$ cat config.mk
export PLATFORM = sky130hd
export DESIGN_NAME = trial_division_prime_filter_flat
export DESIGN_NICKNAME = d
export VERILOG_FILES = /design/src/rtl/tdpf_pkg.sv /design/src/rtl/tdpf_in_if.sv /design/src/rtl/tdpf_out_if.sv /design/src/rtl/tdpf_rem.sv /design/src/rtl/trial_division_prime_filter.sv /design/src/flat_wrapper.sv
export SDC_FILE = /design/constraint.sdc
export NUM_CORES = 1
export LEC_CHECK = 0
export BUFFER_PORTS_ARGS = -buffer_cell sky130_fd_sc_hd__buf_2
export CORE_MARGIN = 2
export CORE_UTILIZATION = 60
export CTS_CLUSTER_DIAMETER = 30
export DETAILED_ROUTE_END_ITERATION = 8
export PLACE_DENSITY = 0.86
export SKIP_CTS_REPAIR_TIMING = 1
export SYNTH_ARGS = -nofsm -noshare
export SYNTH_HDL_FRONTEND = slang
export SYNTH_SLANG_ARGS = --single-unit
$ cat constraint.sdc
create_clock -name clk -period 14.85 [get_ports clk]
set_clock_uncertainty 0.2 [all_clocks]
set_input_delay 4.455 -clock clk [delete_from_list [all_inputs] [get_ports clk]]
set_output_delay 4.455 -clock clk [all_outputs]
set_load 0.01 [all_outputs]
$ cat src/rtl/tdpf_pkg.sv
`timescale 1ns / 1ps

package tdpf_pkg;

	// Report counter value after reset, also the first divisor tried
	localparam int unsigned FIRST_COUNT = 2;

endpackage

$ cat src/rtl/tdpf_in_if.sv
`timescale 1ns / 1ps

interface tdpf_in_if #(
	parameter int VALUE_BITS = 31
);
	logic                  valid;
	logic                  ready;
	logic [VALUE_BITS-1:0] candidate;

	modport source (output valid, output candidate, input ready);
	modport sink   (input valid, input candidate, output ready);
endinterface

$ cat src/rtl/tdpf_out_if.sv
`timescale 1ns / 1ps

interface tdpf_out_if #(
	parameter int VALUE_BITS = 31
);
	logic                  valid;
	logic                  ready;
	logic [VALUE_BITS-1:0] tested_value;
	logic                  is_prime;
	logic                  reported;
	logic                  limit_reached;

	modport source (output valid, output tested_value, output is_prime,
		output reported, output limit_reached, input ready);
	modport sink   (input valid, input tested_value, input is_prime,
		input reported, input limit_reached, output ready);
endinterface

$ cat src/rtl/tdpf_rem.sv
`timescale 1ns / 1ps

// Restoring remainder unit: one dividend bit per cycle.
module tdpf_rem #(
	parameter int VALUE_BITS = 31
) (
	input  logic                  clk,
	input  logic                  arst_n,
	input  logic                  start,
	input  logic [VALUE_BITS-1:0] dividend,
	input  logic [VALUE_BITS-1:0] divisor,
	output logic                  busy,
	output logic                  done,
	output logic [VALUE_BITS-1:0] rem
);
	localparam int IDX_BITS = $clog2(VALUE_BITS);

	logic                  busy_q;
	logic                  done_q;
	logic [IDX_BITS-1:0]   idx_q;
	logic [VALUE_BITS-1:0] dvd_q;
	logic [VALUE_BITS-1:0] dsr_q;
	logic [VALUE_BITS-1:0] rem_q;
	logic [VALUE_BITS:0]   shifted;
	logic [VALUE_BITS:0]   diff;
	logic                  fits;

	assign shifted = {rem_q, dvd_q[VALUE_BITS-1]};
	assign diff    = shifted - {1'b0, dsr_q};
	assign fits    = shifted >= {1'b0, dsr_q};

	always_ff @(posedge clk or negedge arst_n) begin
		if (!arst_n) begin
			busy_q <= 1'b0;
			done_q <= 1'b0;
			idx_q  <= '0;
		end else begin
			done_q <= 1'b0;
			if (start) begin
				busy_q <= 1'b1;
				idx_q  <= IDX_BITS'(VALUE_BITS - 1);
			end else if (busy_q) begin
				idx_q <= idx_q - 1'b1;
				if (idx_q == '0) begin
					busy_q <= 1'b0;
					done_q <= 1'b1;
				end
			end
		end
	end

	always_ff @(posedge clk) begin
		if (start) begin
			dvd_q <= dividend;
			dsr_q <= divisor;
			rem_q <= '0;
		end else if (busy_q) begin
			dvd_q <= {dvd_q[VALUE_BITS-2:0], 1'b0};
			rem_q <= fits ? diff[VALUE_BITS-1:0] : shifted[VALUE_BITS-1:0];
		end
	end

	assign busy = busy_q;
	assign done = done_q;
	assign rem  = rem_q;
endmodule

$ cat src/rtl/trial_division_prime_filter.sv
`timescale 1ns / 1ps

// Channel  Dir  Payload
// in_ch    in   candidate
// out_ch   out  tested_value, is_prime, reported, limit_reached
//
// One candidate at a time. Each divisor d (2, 3, ... while d*d <= candidate)
// is tried in turn in the shared remainder unit. Reset clears the report
// counter to two and limit_q to zero. A result waits in the output
// register while the next request is accepted; a stalled output holds the
// sequencer before its result is loaded.
module trial_division_prime_filter #(
	parameter int VALUE_BITS = 31
) (
	input  logic                  clk,
	input  logic                  arst_n,
	input  logic                  cfg_we,
	input  logic [VALUE_BITS-1:0] cfg_wdata,
	tdpf_in_if.sink               in_ch,
	tdpf_out_if.source            out_ch
);
	typedef enum logic [1:0] {
		ST_IDLE,
		ST_CHECK,
		ST_DIVIDE,
		ST_EMIT
	} state_t;

	state_t                state_q;
	logic [VALUE_BITS-1:0] limit_q;
	logic [VALUE_BITS:0]   cnt_q;
	logic [VALUE_BITS-1:0] cand_q;
	logic [VALUE_BITS-1:0] div_q;
	logic [VALUE_BITS+1:0] sq_q;
	logic                  prime_q;

	logic                  out_valid_q;
	logic [VALUE_BITS-1:0] out_value_q;
	logic                  out_prime_q;
	logic                  out_rep_q;
	logic                  out_lim_q;

	logic                  rem_start;
	logic                  rem_busy;
	logic                  rem_done;
	logic [VALUE_BITS-1:0] rem_val;

	logic                  too_small;
	logic                  past_root;
	logic                  in_window;
	logic                  rep;
	logic [VALUE_BITS:0]   cnt_next;
	logic                  out_free;

	assign too_small = cand_q < VALUE_BITS'(tdpf_pkg::FIRST_COUNT);
	assign past_root = sq_q > {2'b00, cand_q};
	assign rem_start = (state_q == ST_CHECK) && !too_small && !past_root;
	assign in_window = cnt_q <= {1'b0, limit_q};
	assign rep       = prime_q && in_window;
	assign cnt_next  = cnt_q + {{VALUE_BITS{1'b0}}, rep};
	assign out_free  = !out_valid_q || out_ch.ready;

	tdpf_rem #(
		.VALUE_BITS(VALUE_BITS)
	) u_rem (
		.clk     (clk),
		.arst_n  (arst_n),
		.start   (rem_start),
		.dividend(cand_q),
		.divisor (div_q),
		.busy    (rem_busy),
		.done    (rem_done),
		.rem     (rem_val)
	);

	always_ff @(posedge clk or negedge arst_n) begin
		if (!arst_n) begin
			state_q     <= ST_IDLE;
			limit_q     <= '0;
			cnt_q       <= (VALUE_BITS+1)'(tdpf_pkg::FIRST_COUNT);
			out_valid_q <= 1'b0;
			out_value_q <= '0;
			out_prime_q <= 1'b0;
			out_rep_q   <= 1'b0;
			out_lim_q   <= 1'b0;
		end else begin
			if (cfg_we) begin
				limit_q <= cfg_wdata;
			end
			if (state_q == ST_EMIT && out_free) begin
				out_valid_q <= 1'b1;
			end else if (out_ch.ready) begin
				out_valid_q <= 1'b0;
			end
			unique case (state_q)
				ST_IDLE: begin
					if (in_ch.valid) begin
						state_q <= ST_CHECK;
					end
				end
				ST_CHECK: begin
					if (too_small || past_root) begin
						state_q <= ST_EMIT;
					end else begin
						state_q <= ST_DIVIDE;
					end
				end
				ST_DIVIDE: begin
					if (rem_done) begin
						state_q <= (rem_val == '0) ? ST_EMIT : ST_CHECK;
					end
				end
				ST_EMIT: begin
					// hold until the output register is free
					if (out_free) begin
						out_value_q <= cand_q;
						out_prime_q <= prime_q;
						out_rep_q   <= rep;
						out_lim_q   <= cnt_next > {1'b0, limit_q};
						cnt_q       <= cnt_next;
						state_q     <= ST_IDLE;
					end
				end
				default: state_q <= ST_IDLE;
			endcase
		end
	end

	always_ff @(posedge clk) begin
		if (state_q == ST_IDLE && in_ch.valid) begin
			cand_q <= in_ch.candidate;
			div_q  <= VALUE_BITS'(tdpf_pkg::FIRST_COUNT);
			sq_q   <= (VALUE_BITS+2)'(tdpf_pkg::FIRST_COUNT * tdpf_pkg::FIRST_COUNT);
		end
		if (state_q == ST_CHECK) begin
			prime_q <= !too_small;
		end
		if (state_q == ST_DIVIDE && rem_done) begin
			if (rem_val == '0) begin
				prime_q <= 1'b0;
			end else begin
				// advance to the next divisor: (d+1)^2 = d^2 + 2d + 1
				sq_q  <= sq_q + {1'b0, div_q, 1'b1};
				div_q <= div_q + 1'b1;
			end
		end
	end

	assign in_ch.ready          = (state_q == ST_IDLE);
	assign out_ch.valid         = out_valid_q;
	assign out_ch.tested_value  = out_value_q;
	assign out_ch.is_prime      = out_prime_q;
	assign out_ch.reported      = out_rep_q;
	assign out_ch.limit_reached = out_lim_q;

`ifndef SYNTH
	a_cnt_floor: assert property (@(posedge clk) disable iff (!arst_n)
		cnt_q >= (VALUE_BITS+1)'(tdpf_pkg::FIRST_COUNT))
		else $error("report counter below its start value");

	a_rep_prime: assert property (@(posedge clk) disable iff (!arst_n)
		out_valid_q |-> (!out_rep_q || out_prime_q))
		else $error("report flagged for a composite");

	a_start_idle: assert property (@(posedge clk) disable iff (!arst_n)
		rem_start |-> !rem_busy)
		else $error("remainder unit started while busy");

	a_ready_quiet: assert property (@(posedge clk) disable iff (!arst_n)
		in_ch.ready |-> (!rem_busy && !rem_done))
		else $error("input ready while a division is in flight");

	a_cnt_step: assert property (@(posedge clk) disable iff (!arst_n)
		(cnt_q != $past(cnt_q)) |-> ($past(state_q) == ST_EMIT))
		else $error("report counter changed outside result load");
`endif
endmodule
$ cat src/flat_wrapper.sv
// flat-port wrapper written by rule: the top's interface ports become plain ports
module trial_division_prime_filter_flat 
#(
	parameter int VALUE_BITS = 31
)
  (clk, arst_n, cfg_we, cfg_wdata, in_ch_valid, in_ch_candidate, in_ch_ready, out_ch_valid, out_ch_tested_value, out_ch_is_prime, out_ch_reported, out_ch_limit_reached, out_ch_ready);
  tdpf_in_if #(.VALUE_BITS(VALUE_BITS)) in_ch_i ();
  tdpf_out_if #(.VALUE_BITS(VALUE_BITS)) out_ch_i ();
  input  logic clk;
  input  logic arst_n;
  input  logic cfg_we;
  input  logic [VALUE_BITS-1:0] cfg_wdata;
  input wire logic [$bits(in_ch_i.valid)-1:0] in_ch_valid;
  input wire logic [$bits(in_ch_i.candidate)-1:0] in_ch_candidate;
  output wire logic [$bits(in_ch_i.ready)-1:0] in_ch_ready;
  output wire logic [$bits(out_ch_i.valid)-1:0] out_ch_valid;
  output wire logic [$bits(out_ch_i.tested_value)-1:0] out_ch_tested_value;
  output wire logic [$bits(out_ch_i.is_prime)-1:0] out_ch_is_prime;
  output wire logic [$bits(out_ch_i.reported)-1:0] out_ch_reported;
  output wire logic [$bits(out_ch_i.limit_reached)-1:0] out_ch_limit_reached;
  input wire logic [$bits(out_ch_i.ready)-1:0] out_ch_ready;
  assign in_ch_i.valid = in_ch_valid;
  assign in_ch_i.candidate = in_ch_candidate;
  assign in_ch_ready = in_ch_i.ready;
  assign out_ch_valid = out_ch_i.valid;
  assign out_ch_tested_value = out_ch_i.tested_value;
  assign out_ch_is_prime = out_ch_i.is_prime;
  assign out_ch_reported = out_ch_i.reported;
  assign out_ch_limit_reached = out_ch_i.limit_reached;
  assign out_ch_i.ready = out_ch_ready;
  trial_division_prime_filter #(.VALUE_BITS(VALUE_BITS)) u_core (.clk(clk), .arst_n(arst_n), .cfg_we(cfg_we), .cfg_wdata(cfg_wdata), .in_ch(in_ch_i), .out_ch(out_ch_i));
endmodule
After elaboration in Yosys (flattened, before gate mapping)
Cells that the tools add are included.
- output and inout bits: 36
- input bits: 67
- register bits after elaboration: 296
- add/sub/neg operators: 5
- equal/unequal tests: 6
- reductions and logical operators: 18
- order comparisons: 5
- mux-type cells: 28
- operator list (kind ; number):
    two-way mux 31 bit ; 6
    two-way mux 33 bit ; 3
    adder 33 x 32 -> 33 bit ; 1
    greater-than comparator 33 x 31 -> 1 bit ; 1
    adder 32 x 1 -> 32 bit ; 1
    greater-or-equal comparator 32 x 31 -> 1 bit ; 1
    greater-than comparator 32 x 31 -> 1 bit ; 1
    <= comparator 32 x 31 -> 1 bit ; 1
    adder 31 x 1 -> 31 bit, second input constant ; 1
    zero test 31 bit ; 1
    less-than comparator 31 x 2 -> 1 bit, second input constant ; 1
    subtractor 31 bit ; 1
    two-way mux 1 bit ; 12
    two-way mux 5 bit ; 2
    two-way mux 2 bit ; 4
    one-hot mux 2 bit (4 select lines) ; 1
    logical AND 1 bit ; 6
    zero test 5 bit ; 1
    subtractor 5 x 1 -> 5 bit, second input constant ; 1
    equality test 2 bit, second input constant ; 2
    != test 2 bit, second input constant ; 2
    nonzero test 2 bit ; 2
    zero test 1 bit ; 3
    AND reduction 3 bit ; 1
    5 further kinds ; 6

Logic depth before layout (Yosys ltp)
- word-level depth: 5
- mapped depth: 30
- depth with buffers taken out: 30

Hierarchy
Synthesis repeated with hierarchy kept, for this count alone.
- cell total of the unflattened synthesis: 1844
- area, all modules: 17453.0 sq um
- by module, submodules not included (module ; area an instance (sq um) ; instances ; cells an instance):
    trial_division_prime_filter ; 11653.7 ; 1 ; 1271
    tdpf_rem ; 5799.3 ; 1 ; 573

Least setup slack after synthesis
No wires, ideal clock.
- path kind: input -> register
- start point: input port in_ch_valid
- end point: register u_core.cand_q[0] (enable)
- path buffers: 1
- stages on the path: 3
- data required time: 14242 ps
- arrival time: 5790 ps
- setup slack: 8453 ps
- cells stage by stage: nand2_1 > clkinv_1 > clkbuf_1
- longest elaborated chain between the ends: 1
- ends and longest elaborated chain (what ; line ; RTL):
    start, declared ; flat_wrapper.sv:13 ; input wire logic [$bits(in_ch_i.valid)-1:0] in_ch_valid;
    logical AND 1 bit ; trial_division_prime_filter.sv:130 ; if (state_q == ST_IDLE && in_ch.valid) begin
    end signal, assigned ; trial_division_prime_filter.sv:131 ; cand_q <= in_ch.candidate;
    end, declared ; trial_division_prime_filter.sv:32 ; logic [VALUE_BITS-1:0] cand_q;
No other way between the ends.
A chain may end at the register's enable or synchronous reset.

Final worst setup path
- start point: register u_core.cnt_q[19]
- end point: register u_core.out_lim_q (netlist: u_core.out_ch.limit_reached)
- longest elaborated chain between the ends: 4
- ends and longest elaborated chain (what ; line ; RTL):
    start, declared ; trial_division_prime_filter.sv:31 ; logic [VALUE_BITS:0] cnt_q;
    start signal, assigned ; trial_division_prime_filter.sv:80 ; cnt_q <= (VALUE_BITS+1)'(tdpf_pkg::FIRST_COUNT);
    start signal, assigned ; trial_division_prime_filter.sv:120 ; cnt_q <= cnt_next;
    <= comparator 32 x 31 -> 1 bit ; trial_division_prime_filter.sv:58 ; assign in_window = cnt_q <= {1'b0, limit_q};
    logical AND 1 bit ; trial_division_prime_filter.sv:59 ; assign rep = prime_q && in_window;
    named net u_core.rep ; trial_division_prime_filter.sv:51 ; logic rep;
    adder 32 x 1 -> 32 bit ; trial_division_prime_filter.sv:60 ; assign cnt_next = cnt_q + {{VALUE_BITS{1'b0}}, rep};
    named net u_core.cnt_next[25] ; trial_division_prime_filter.sv:52 ; logic [VALUE_BITS:0] cnt_next;
    greater-than comparator 32 x 31 -> 1 bit ; trial_division_prime_filter.sv:119 ; out_lim_q <= cnt_next > {1'b0, limit_q};
    end signal, assigned ; trial_division_prime_filter.sv:119 ;
    end, declared ; trial_division_prime_filter.sv:41 ; logic out_lim_q;
The timed path passes the listed nets, and every way through them passes these cells.

==> reports/qor.txt <==
number of synthesized register bits: 296
Max VDD drop: 0.121 mV
yosys warns: 0
Synth area leaders: edfxtp_1 (16%), dfrtp_1 (15%), ha_1 (12%)
Avg WL per Cell: 18.1 microns
Net Count, Synth: 2037
Avg Inst Size Synth: 9.48 sq um
crit-path max FO: 6
Commonest cells post-synth: nand2_1 (189), ha_1 (160), o21ai_0 (158)
mapped cell area: 17100 sq um
H-tree depth: 2
FMAX: 148 MHz
Final setup viols: 0
FILL cells: 1895
M1 wire length: 17900 microns
final hold slack: 0.279 ns
post-synthesis mux area share: 3.53%
flop-to-flop setup slack: 8.10 ns
clk slew on worst S/H paths: 0.05 ns
HPWL Detailed: 29200 microns
Critical Path RT: 15.08 ns
Post-synth EDFFs: 93
r2r endpoint: u_core.out_ch.limit_reached
DRC: 0
largest family of logic cells by synthesized area: compound AO/OA/AOI/OAI gates
XOR/XNOR Fraction of Synth Area: 5.98%
cell area power density: 189 nW/um^2
Routed met3 length: 2570 microns
Setup crit end kind: flip-flop
first-pass GRT wire length: 70700 microns
Sequential Area: 7390 sq um
vias in the first global route: 14.3k
initial antenna violation count: 0
Final Max Tran Viols: 0
Worst R2R Start: u_core.cnt_q[19]
Global Route Usage Sum: 28.4%
sequential fraction of the synthesis area: 43.2%
n_diodes: 0
I/O pin count: 103
share of layout cells above drive strength 1: 13.9%
post-route cell area: 20100 sq um
Worst slew margin: 27.8%
RSZ-0062 raised after global routing: no
Final nets: 2158
Setup TNS Final: 0 ns
status: completed
Initial Util: 61.3%
R2R cell count: 28
Hold Crit Endpoint: u_core.out_ch.tested_value[8]
Synth Area in Compound Gates: 16.6%
crit path DAT: 6.98 ns
routed vias/inst: 6.00
CP max stage cell: nor3_1
MaxCap Viol Count: 0
Hold Crit Start: u_core.out_ch.tested_value[8]
total CTS buffers: 59
standard-cell row count: 61
CTS root buffer: clkbuf_16
Crit path top cell by count: a21oi_1
crit path launch type: flip-flop
Pre-antenna DRT Iters: 5
met2 wire length: 20600 microns
FFs w/ async S/R, synth: 36.1%
largest net degree at the start of global routing: 81
Synth top area share: 16.3%
dpl ws: 8.26 ns
final hold violation count: 0
worst-case clock buffer depth: 3
Via Count: 14.1k
Tmin final: 6.75 ns
core box area: 27900 sq um
Die Span Y: 173 microns
Multi-input gate area: 9080 sq um
fraction of the mapped netlist area in adder cells: 11.9%
Top Layer Used: met4
DP Area: 18000 sq um
final setup margin: 8.10 ns
hold crit path type: reg -> reg
First DRT Iteration DRCs: 1044
clock latency on the worst-skew pair: 0.58 ns
Synth Flop Type: dfrtp_1
placer congestion estimate: 0.909
Worst-Margin Slew: 1.07 ns
clk sinks: 296
Synth cell types: 67
simple logic cell fraction of the synthesized area: 14.8%
Final Cycle Share: 45.5%
Die Width: 173 microns
WL final: 42700 microns
area grow syn2layout: 17.2%
Die ar.: 29900 sq um
# port buffers: 102
Leakage: 9.31 nW
hold path cells: 2
Crit Path Category: reg -> reg
CTS tree: built
top-count cell post-synth: nand2_1
post-synth top area cell: edfxtp_1
grt total ovfl: 0
Syn Inst Count: 1808
max incr delay on CP: 0.54 ns
antenna violation net count after detailed routing: 0
## stage by stage
step	total power [mW]	utilization, %	instances
floorplan	2.12	-	1808
global placement	2.38	64.5	2246
detailed placement	2.43	64.5	2246
CTS	3.80	71.9	2357
global route	4.01	71.9	2357
finish	3.80	71.9	2357
## layer usage
metal | vias up | global-route usage (%)
met5 | - | 0
met1 | 6692 | 35.7
li1 | 6765 | -
met3 | 137 | 4.73
met4 | 0 | 12.7
met2 | 545 | 48.4
## final cells by class
cell class              count  area share, %
clock buffers              66           7.69
clock inverters            45           2.58
inverters                 122           2.28
multi-input cells        1335           45.2
flip-flops and latches    296           36.8
well taps                 378           2.36
repair buffers            115           3.04
## cells in the final DEF, fill, tap and decap left out, drive strengths merged, types with 6 or more instances in the layout
cell      netlist  layout
a21oi         100     100
nand2b         11      11
clkbuf         48      66
edfxtp         93      93
a21o           62      62
nor2b          21      21
o21ai         160     160
o21a           15      15
or3             6       6
mux2i          21      21
clkinvlp        0       6
xor2           59      59
and2            9       9
and4            9       9
mux2           35      35
nor2          115     115
dfxtp          96      96
buf             7     115
bufinv          0       7
nand3          69      69
nand2         189     189
o211ai         15      15
a31oi          19      19
ha            160     160
xnor2          58      58
clkinv          1      22
o22ai           8       8
nand4          34      34
nor4           16      16
a211oi         24      24
or2             9       9
o21bai          9       9
and3           21      21
nor3           23      23
dfrtp         106     106
o31ai          11      11
inv           121     132
## power breakdown
group	internal (mW)	switching (mW)	leakage, nW
Combinational	0.531	0.721	5.30
Clock	0.881	0.468	0.999
Sequential	1.07	0.129	3.02
Total	2.48	1.32	9.31
## registers in the layout (all words and copies together), names as in the netlist, 5 cells and up
| register | flops |
|---|---|
| u_core.sq_q | 33 |
| u_core.cnt_q | 32 |
| u_core.cand_q | 31 |
| u_core.div_q | 31 |
| u_core.limit_q | 31 |
| u_core.out_ch.tested_value | 31 |
| u_core.u_rem.dsr_q | 31 |
| u_core.u_rem.dvd_q | 31 |
| u_core.u_rem.rem | 31 |
| u_core.u_rem.idx_q | 5 |
## cell families (layout without fill, tap and decap cells)
group | count (synthesis) | in the layout
simple gates | 540 | 540
flops | 296 | 296
fa+ha+maj | 162 | 162
compound gates | 460 | 460
xor+xnor | 117 | 117
mux | 56 | 56
buf+inv | 177 | 348
## worst max-delay path: cells and delay by family (launching register included)
family / cells / cell delay [ns]
AOI/OAI and AO/OA: 13 / 2.26
xor gates and xnor gates: 1 / 0.16
adders and majority gates: 3 / 0.82
DFF: 1 / 0.47
and+or+nand+nor: 11 / 2.68
## worst max path at each step
| stage | from | end | slack, ns | cells past startpoint |
|---|---|---|---|---|
| floorplan | in_ch_valid | u_core.cand_q[0] | 8.45 | 3 |
| CTS | u_core.cnt_q[19] | u_core.out_ch.limit_reached | 8.18 | 28 |
| global placement | in_ch_valid | u_core.sq_q[32] | 8.47 | 8 |
| finish | u_core.cnt_q[19] | u_core.out_ch.limit_reached | 8.10 | 28 |
| detailed placement | u_core.cnt_q[19] | u_core.out_ch.limit_reached | 8.26 | 28 |
| global route | u_core.cnt_q[19] | u_core.out_ch.limit_reached | 7.53 | 28 |
No activity file was read; power rests on OpenSTA's default activity.
